<file path="src/design/pugm_pkg.sv">
// Shared types, constants and helpers for the phase unwrap group merge block.
// Used by the controller, the datapath, the top level and the port checker.
package pugm_pkg;

  localparam int NUM_VOXELS = 4096;
  localparam int PHASE_BITS = 16;
  localparam int IDX_W      = $clog2(NUM_VOXELS);
  localparam int LINK_W     = IDX_W + 1;
  localparam int CNT_W      = 13;
  localparam int WRAP_W     = 14;
  localparam int WRAP_LIMIT = 4096;
  localparam int PI_FIX     = 1 << (PHASE_BITS - 2);

  localparam logic [LINK_W-1:0] EMPTY_LINK = LINK_W'(NUM_VOXELS);

  typedef enum logic [1:0] {
    KIND_LOAD  = 2'd0,
    KIND_EDGE  = 2'd1,
    KIND_QUERY = 2'd2,
    KIND_NONE  = 2'd3
  } kind_t;

  typedef struct packed {
    kind_t                        kind;
    logic [11:0]                  voxel_a;
    logic [11:0]                  voxel_b;
    logic signed [PHASE_BITS-1:0] phase;
  } in_item_t;

  typedef struct packed {
    logic signed [WRAP_W-1:0] wrap_count;
    logic [11:0]              group_head;
    logic [CNT_W-1:0]         group_size;
    logic                     merged;
  } out_item_t;

  typedef enum logic [3:0] {
    ST_IDLE,
    ST_LOAD,
    ST_EDGE_RD,
    ST_EDGE_HD,
    ST_EDGE_JN,
    ST_WALK_RD,
    ST_WALK_WR,
    ST_REP_RD,
    ST_REP_CNT,
    ST_EMIT
  } state_t;

  typedef enum logic [2:0] {
    RD_NONE,
    RD_EDGE,
    RD_HEADS,
    RD_WALK,
    RD_REP,
    RD_REPCNT
  } rd_op_t;

  typedef enum logic [1:0] {
    WR_NONE,
    WR_LOAD,
    WR_JOIN,
    WR_WALK
  } wr_op_t;

  typedef struct packed {
    logic   latch;
    rd_op_t rd;
    wr_op_t wr;
    logic   emit;
  } cmd_t;

  typedef struct packed {
    logic same_head;
    logic join_group;
    logic walk_last;
  } status_t;

  function automatic logic signed [WRAP_W-1:0] sat_wrap(input logic signed [WRAP_W:0] v);
    if (v > (WRAP_W+1)'(WRAP_LIMIT)) begin
      return WRAP_W'(WRAP_LIMIT);
    end else if (v < -(WRAP_W+1)'(WRAP_LIMIT)) begin
      return -WRAP_W'(WRAP_LIMIT);
    end
    return v[WRAP_W-1:0];
  endfunction

  function automatic logic [CNT_W-1:0] sat_cnt(input logic [CNT_W:0] v);
    if (v > (CNT_W+1)'(NUM_VOXELS)) begin
      return CNT_W'(NUM_VOXELS);
    end
    return v[CNT_W-1:0];
  endfunction

  // Offset of a moving voxel against a reference voxel.
  function automatic logic signed [1:0] phase_off(input logic signed [PHASE_BITS-1:0] pm,
                                                  input logic signed [PHASE_BITS-1:0] pr);
    logic signed [PHASE_BITS:0] d;
    d = (PHASE_BITS+1)'(pr) - (PHASE_BITS+1)'(pm);
    if (d > (PHASE_BITS+1)'(PI_FIX)) begin
      return 2'sd1;
    end else if (d < -(PHASE_BITS+1)'(PI_FIX)) begin
      return -2'sd1;
    end
    return 2'sd0;
  endfunction

endpackage

</file>
<file path="src/design/pugm_ctrl.sv">
// Sequencing state machine for the group merge block.
// Depends on pugm_pkg; drives the datapath by command and reads its status.
module pugm_ctrl import pugm_pkg::*; (
  input  logic    clk,
  input  logic    rst_n,
  input  logic    start,
  input  kind_t   start_kind,
  input  status_t status,
  output cmd_t    cmd,
  output logic    busy
);

  state_t state_r, state_nxt;

  always_ff @(posedge clk) begin
    if (!rst_n) begin
      state_r <= ST_IDLE;
    end else begin
      state_r <= state_nxt;
    end
  end

  always_comb begin
    state_nxt = state_r;
    case (state_r)
      ST_IDLE: begin
        if (start) begin
          case (start_kind)
            KIND_LOAD:  state_nxt = ST_LOAD;
            KIND_EDGE:  state_nxt = ST_EDGE_RD;
            KIND_QUERY: state_nxt = ST_REP_RD;
            default:    state_nxt = ST_EMIT;
          endcase
        end
      end
      ST_LOAD:    state_nxt = ST_REP_RD;
      ST_EDGE_RD: state_nxt = ST_EDGE_HD;
      ST_EDGE_HD: state_nxt = status.same_head ? ST_REP_RD : ST_EDGE_JN;
      ST_EDGE_JN: state_nxt = status.join_group ? ST_WALK_RD : ST_REP_RD;
      ST_WALK_RD: state_nxt = ST_WALK_WR;
      ST_WALK_WR: state_nxt = status.walk_last ? ST_REP_RD : ST_WALK_RD;
      ST_REP_RD:  state_nxt = ST_REP_CNT;
      ST_REP_CNT: state_nxt = ST_EMIT;
      ST_EMIT:    state_nxt = ST_IDLE;
      default:    state_nxt = ST_IDLE;
    endcase
  end

  always_comb begin
    cmd       = '{latch: 1'b0, rd: RD_NONE, wr: WR_NONE, emit: 1'b0};
    busy      = 1'b1;
    case (state_r)
      ST_IDLE: begin
        busy      = 1'b0;
        cmd.latch = start;
      end
      ST_LOAD:    cmd.wr = WR_LOAD;
      ST_EDGE_RD: cmd.rd = RD_EDGE;
      ST_EDGE_HD: cmd.rd = status.same_head ? RD_NONE : RD_HEADS;
      ST_EDGE_JN: cmd.wr = WR_JOIN;
      ST_WALK_RD: cmd.rd = RD_WALK;
      ST_WALK_WR: cmd.wr = WR_WALK;
      ST_REP_RD:  cmd.rd = RD_REP;
      ST_REP_CNT: cmd.rd = RD_REPCNT;
      ST_EMIT:    cmd.emit = 1'b1;
      default:    busy = 1'b1;
    endcase
  end

endmodule

</file>
<file path="config.mk">
export PLATFORM = sky130hd
export DESIGN_NAME = pugm_ctrl
export DESIGN_NICKNAME = d
export VERILOG_FILES = /design/src/design/pugm_pkg.sv /design/src/design/pugm_ctrl.sv
export SDC_FILE = /design/constraint.sdc
export NUM_CORES = 1
export LEC_CHECK = 0
export BUFFER_PORTS_ARGS = -buffer_cell sky130_fd_sc_hd__buf_2
export CAP_MARGIN = 20
export CORE_AREA = 2 2 39 41
export CTS_CLUSTER_SIZE = 10
export DETAILED_ROUTE_END_ITERATION = 6
export DIE_AREA = 0 0 41 43
export GPL_TIMING_DRIVEN = 1
export PLACE_DENSITY_LB_ADDON = 0.08
export SETUP_SLACK_MARGIN = 0.3
export SLEW_MARGIN = 5
export SYNTH_ARGS = -nofsm -noshare
export SYNTH_HDL_FRONTEND = slang
export SYNTH_SLANG_ARGS = --single-unit
</file>
<file path="constraint.sdc">
create_clock -name clk -period 2.5 [get_ports clk]
set_input_delay 0.125 -clock clk [delete_from_list [all_inputs] [get_ports clk]]
set_output_delay 0.125 -clock clk [all_outputs]
set_load 0.03 [all_outputs]
</file>
# After elaboration in Yosys (flattened, before gate mapping)
# Cells that the tools add are included.
word_totals:
  inputBits: 8
  out_inout_bits: 8
  register_bits: 4
  word_cells: 27
classes:
  eq_ne: 12
  n_reduce_logical: 2
  n_mux: 12
ops:
  columns: ["cell", "n"]
  rows:
  - ["one-hot mux 4 bit (9 select lines)", 1]
  - ["equality test 4 x 3 -> 1 bit, second input constant", 4]
  - ["one-hot mux 3 bit (5 select lines)", 1]
  - ["one-hot mux 4 bit (3 select lines)", 1]
  - ["equality test 4 x 2 -> 1 bit, second input constant", 2]
  - ["equality test 4 bit, second input constant", 2]
  - ["2-to-1 mux 2 bit", 4]
  - ["one-hot mux 2 bit (3 select lines)", 1]
  - ["equality test 4 x 1 -> 1 bit, second input constant", 1]
  - ["logical NOT 4 bit", 1]
  - ["2-to-1 mux 4 bit", 1]
  - ["2-to-1 mux 1 bit", 3]
  - ["equality test 2 x 1 -> 1 bit, second input constant", 1]
  - ["equality test 2 bit, second input constant", 1]
  - ["logical NOT 2 bit", 1]
  - ["inequality test 2 bit, second input constant", 1]

# Logic depth before layout (Yosys ltp)
logic_depth:
  depth_word: 4
  ltp_mapped: 5
  mapped_depth_nobuf: 5

# Worst setup path after synthesis
# No wires, ideal clock.
synth_path:
  path_kind: "register to output"
  startpoint: "register state_r[1]"
  endpoint: "output cmd[4] in the netlist's numbering"
  arrival_ns: 1.438
  t_required_ns: 2.375
  stages_incl_launch_ff: 5
  setup_slack_ns: 0.937
  n_path_buf: 1
  cell_sequence: "dfxtp_1 buf_6 nor2b_4 mux2i_1 nor3b_1"
synth_rtl:
  columns: ["item", "line", "text"]
  rows:
  - ["from (decl)", "pugm_ctrl.sv:13", "state_t state_r, state_nxt;"]
  - ["from (signal assigned)", "pugm_ctrl.sv:19", "state_r <= state_nxt;"]
  - ["to (decl)", "pugm_ctrl.sv:9", "output cmd_t cmd,"]

==> flow_summary_export.csv <==
group,metric,value,unit
clock_network,path_clk_slew,0.03,ns
clock_network,htreeDepth,1,
pwr,switchingPower,0.000183,W
cells_and_area,area_delta_synth_final,18.1,%
die,die_height,43,um
timing,setup_tns,0,ns
worst_hold_path,hold_class,"in2reg",
pwr,power_frac_comb,0.493,
setup_path,cp_cell_sequence,"or2b_1, o21ai_0, nor2b_1, buf_2",
pwr,irDropWorstVdd,0.442,mV
timing,grt_setup_unrepaired,"no",
die,ios,16,
die,core,1380,um^2
cells_and_area,multi_input_area,323,um^2
setup_path,r2r_slack,1.12,ns
setup_path,reg2reg_depth,3,
logic_synthesis,synth_area,457,um^2
timing,hold_violations,0,
setup_path,slowest_stage,"dfxtp_1",
pwr,switching_share,0.461,
clock_network,clock_sinks,4,
global_routing,antenna_found_initial,0,
placement,gp_congestion,0.655,
timing,finalClockSkew,0.00566,ns
timing,max_slew.worst_pin.slew,0.500,ns
logic_synthesis,syn_area_per_cell,8.78,um^2
clock_network,postCtsSetupBuffers,0,
setup_path,r2r-start,"state_r[2]$_SDFFE_PN0P_",
setup_path,worstPathRequired,2.38,ns
timing,relSlewSlack,0.667,
pwr,pwr-share-seq,0.307,
clock_network,clock_latency,0.24,ns
global_routing,grt_pass1_vias,344,
pwr,p_leak,0.268,nW
setup_path,critPathKind,"reg2out",
outcome,status,"finished, final reports clean",
drt,firstDrtPassIters,2,
cells_and_area,drive_gt1_frac,0.394,
logic_synthesis,synth_seq_cells,4,
setup_path,cp-start-kind,"register",
die,start_util,0.330,
drt,drtIter0Drc,2,
setup_path,crit_end,"cmd[1]",
timing,fin_crit_sh,0.684,
clock_network,clockBufferDepth,2,
drt,post_drt_via_cell_ratio,4.94,
setup_path,max_stage_delay,0.58,ns
cells_and_area,finalNetCount,79,
cells_and_area,reg_top3,"state_r x4",
global_routing,grt_pass1_wl,1380,um
cells_and_area,largest-register,"state_r",
logic_synthesis,synth_seq_area_share,0.175,
drt,vias,405,
drt,antenna_left,0,
die,fp-row-count,14,
global_routing,grt_max_degree,15,
clock_network,cts-buffers-inserted,3,
pwr,clkPwrFrac,0.200,
drt,drc,0,
cells_and_area,final_cell_mix,"15 x buf_2, 5 x inv_1, 4 x nor2_1, 4 x dfxtp_1",
setup_path,path_delay_family,"flip-flops",
setup_path,reg2reg_to,"state_r[2]$_SDFFE_PN0P_",
global_routing,grt.overflow.total,0,
pwr,intPower,0.000213,W
drt,wl_per_cell,10.8,um
setup_path,startpoint,"state_r[0]$_SDFFE_PN0P_",
clock_network,post_cts_resize_count,0,
job,max_cap_viol_count,0,
pwr,power_density,734,nW/um^2
clock_network,root_buffer,"clkbuf_4",
global_routing,track_usage,0.114,
setup_path,crit_path_end_kind,"primary output",
timing,slew_viol_final,0,
setup_path,cp.depth,4,
cells_and_area,postLayoutCoreUtil,0.390,
cells_and_area,final_common_cell,"buf_2",
clock_network,cts_tree,"yes",
timing,min_period,1.71,ns
setup_path,path_buf_inv,1,
placement,port_buffers,15,
cells_and_area,n_fill_cell,152,
die,dieArea,1760,um^2
timing,fmax,585,MHz
placement,post-place-ws,1.01,ns
worst_hold_path,whs_path_depth,2,
timing,fin_ws,0.789,ns
logic_synthesis,ys_types,34,
clock_network,cts_hold_buf,0,
logic_synthesis,synth_nets,63,
drt,wl,883,um
die,die_w,41,um
logic_synthesis,ys_warn_count,0,
setup_path,cp_data_arrival_time,1.59,ns
placement,hpwlAfterDp,678,um
cells_and_area,register_area,80.1,um^2
setup_path,path_max_fanout,14,
cells_and_area,antenna_cells,0,
timing,setup_viol_count_final,0,
cells_and_area,largest_register_ffs,4,
logic_synthesis,syn_inst,52,
==> Yosys cell counts <==
master / n / area [um^2]
nor2b_4: 1 / 13.8
nand2b_2: 1 / 8.76
nor3b_1: 2 / 15.0
nand2_1: 2 / 7.51
a211o_1: 1 / 8.76
a211oi_1: 1 / 7.51
nor2_1: 4 / 15.0
inv_1: 5 / 18.8
o21ai_1: 1 / 5.00
nor3_2: 1 / 10.0
nor3_1: 1 / 5.00
or2b_1: 2 / 15.0
a21oi_1: 1 / 5.00
nand4b_2: 1 / 15.0
clkbuf_4: 1 / 7.51
o21a_1: 1 / 7.51
and3_4: 1 / 11.3
o21bai_2: 1 / 11.3
o32ai_1: 2 / 17.5
a211oi_2: 1 / 12.5
mux2i_1: 1 / 10.0
nand2b_1: 1 / 6.26
a22o_1: 1 / 8.76
o211a_1: 1 / 10.0
buf_6: 2 / 22.5
nor2b_1: 1 / 6.26
a221oi_2: 1 / 15.0
nand3b_1: 2 / 15.0
buf_2: 1 / 5.00
dfxtp_1: 4 / 80.1
ha_1: 3 / 37.5
xnor2_1: 1 / 8.76
or3b_1: 1 / 8.76
o21ai_0: 1 / 5.00
==> cell type report <==
cell class	instances	area share
Inverter	5	0.0348
Timing Repair Buffer	15	0.139
Tap cell	16	0.0371
Sequential cell	4	0.148
Multi-Input combinational cell	39	0.599
Clock buffer	3	0.0418
==> per-stage QoR <==
stage / instance area [um^2] / total power (W) / std cells / hold WS, ns
4_1_cts: 539 / 0.000404 / 82 / 0.148
3_5_place_dp: 517 / 0.000321 / 79 / 0.390
2_1_floorplan: 457 / 0.000288 / 52 / 0.258
5_1_grt: 539 / 0.000430 / 82 / 0.146
3_3_place_gp: 517 / 0.000324 / 79 / 0.400
6_report: 539 / 0.000396 / 82 / 0.153
==> how the worst min path moves through the flow <==
stage | startpoint | end
global route | rst_n | state_r[0]$_SDFFE_PN0P_
CTS | rst_n | state_r[0]$_SDFFE_PN0P_
finish | rst_n | state_r[0]$_SDFFE_PN0P_
detailed placement | rst_n | state_r[0]$_SDFFE_PN0P_
floorplan | rst_n | state_r[0]$_SDFFE_PN0P_
global placement | rst_n | state_r[0]$_SDFFE_PN0P_
==> routing by layer <==
metal | wire, um | vias to the layer above | GRT usage
li1 | - | 215 | -
met1 | 407 | 176 | 0.141
met2 | 405 | 14 | 0.172
met3 | 69 | 0 | 0.0628
met4 | 0 | 0 | 0.0200
met5 | 0 | - | 0
==> logic make-up (layout without fill, tap and decap cells) <==
family / Yosys count / count (layout) / synth area share
muxes: 1 / 1 / 0.0219
DFF: 4 / 4 / 0.175
adders and majority gates: 3 / 3 / 0.0822
xor gates and xnor gates: 1 / 1 / 0.0192
AOI/OAI and AO/OA: 13 / 13 / 0.249
and+or+nand+nor: 21 / 21 / 0.334
buffers and inverters: 9 / 23 / 0.118
==> power groups by stage <==
| stage | Clock (W) | Sequential (W) | Combinational [W] |
|---|---|---|---|
| final | 0.0000793 | 0.000122 | 0.000195 |
| after global routing | 0.0000888 | 0.000128 | 0.000214 |
| after CTS | 0.0000832 | 0.000122 | 0.000198 |
| after detailed placement | 0 | 0.000124 | 0.000198 |
| after global placement | 0 | 0.000125 | 0.000199 |
| after floorplan | 0 | 0.0000898 | 0.000198 |
Power figures use the tool's default switching activity.
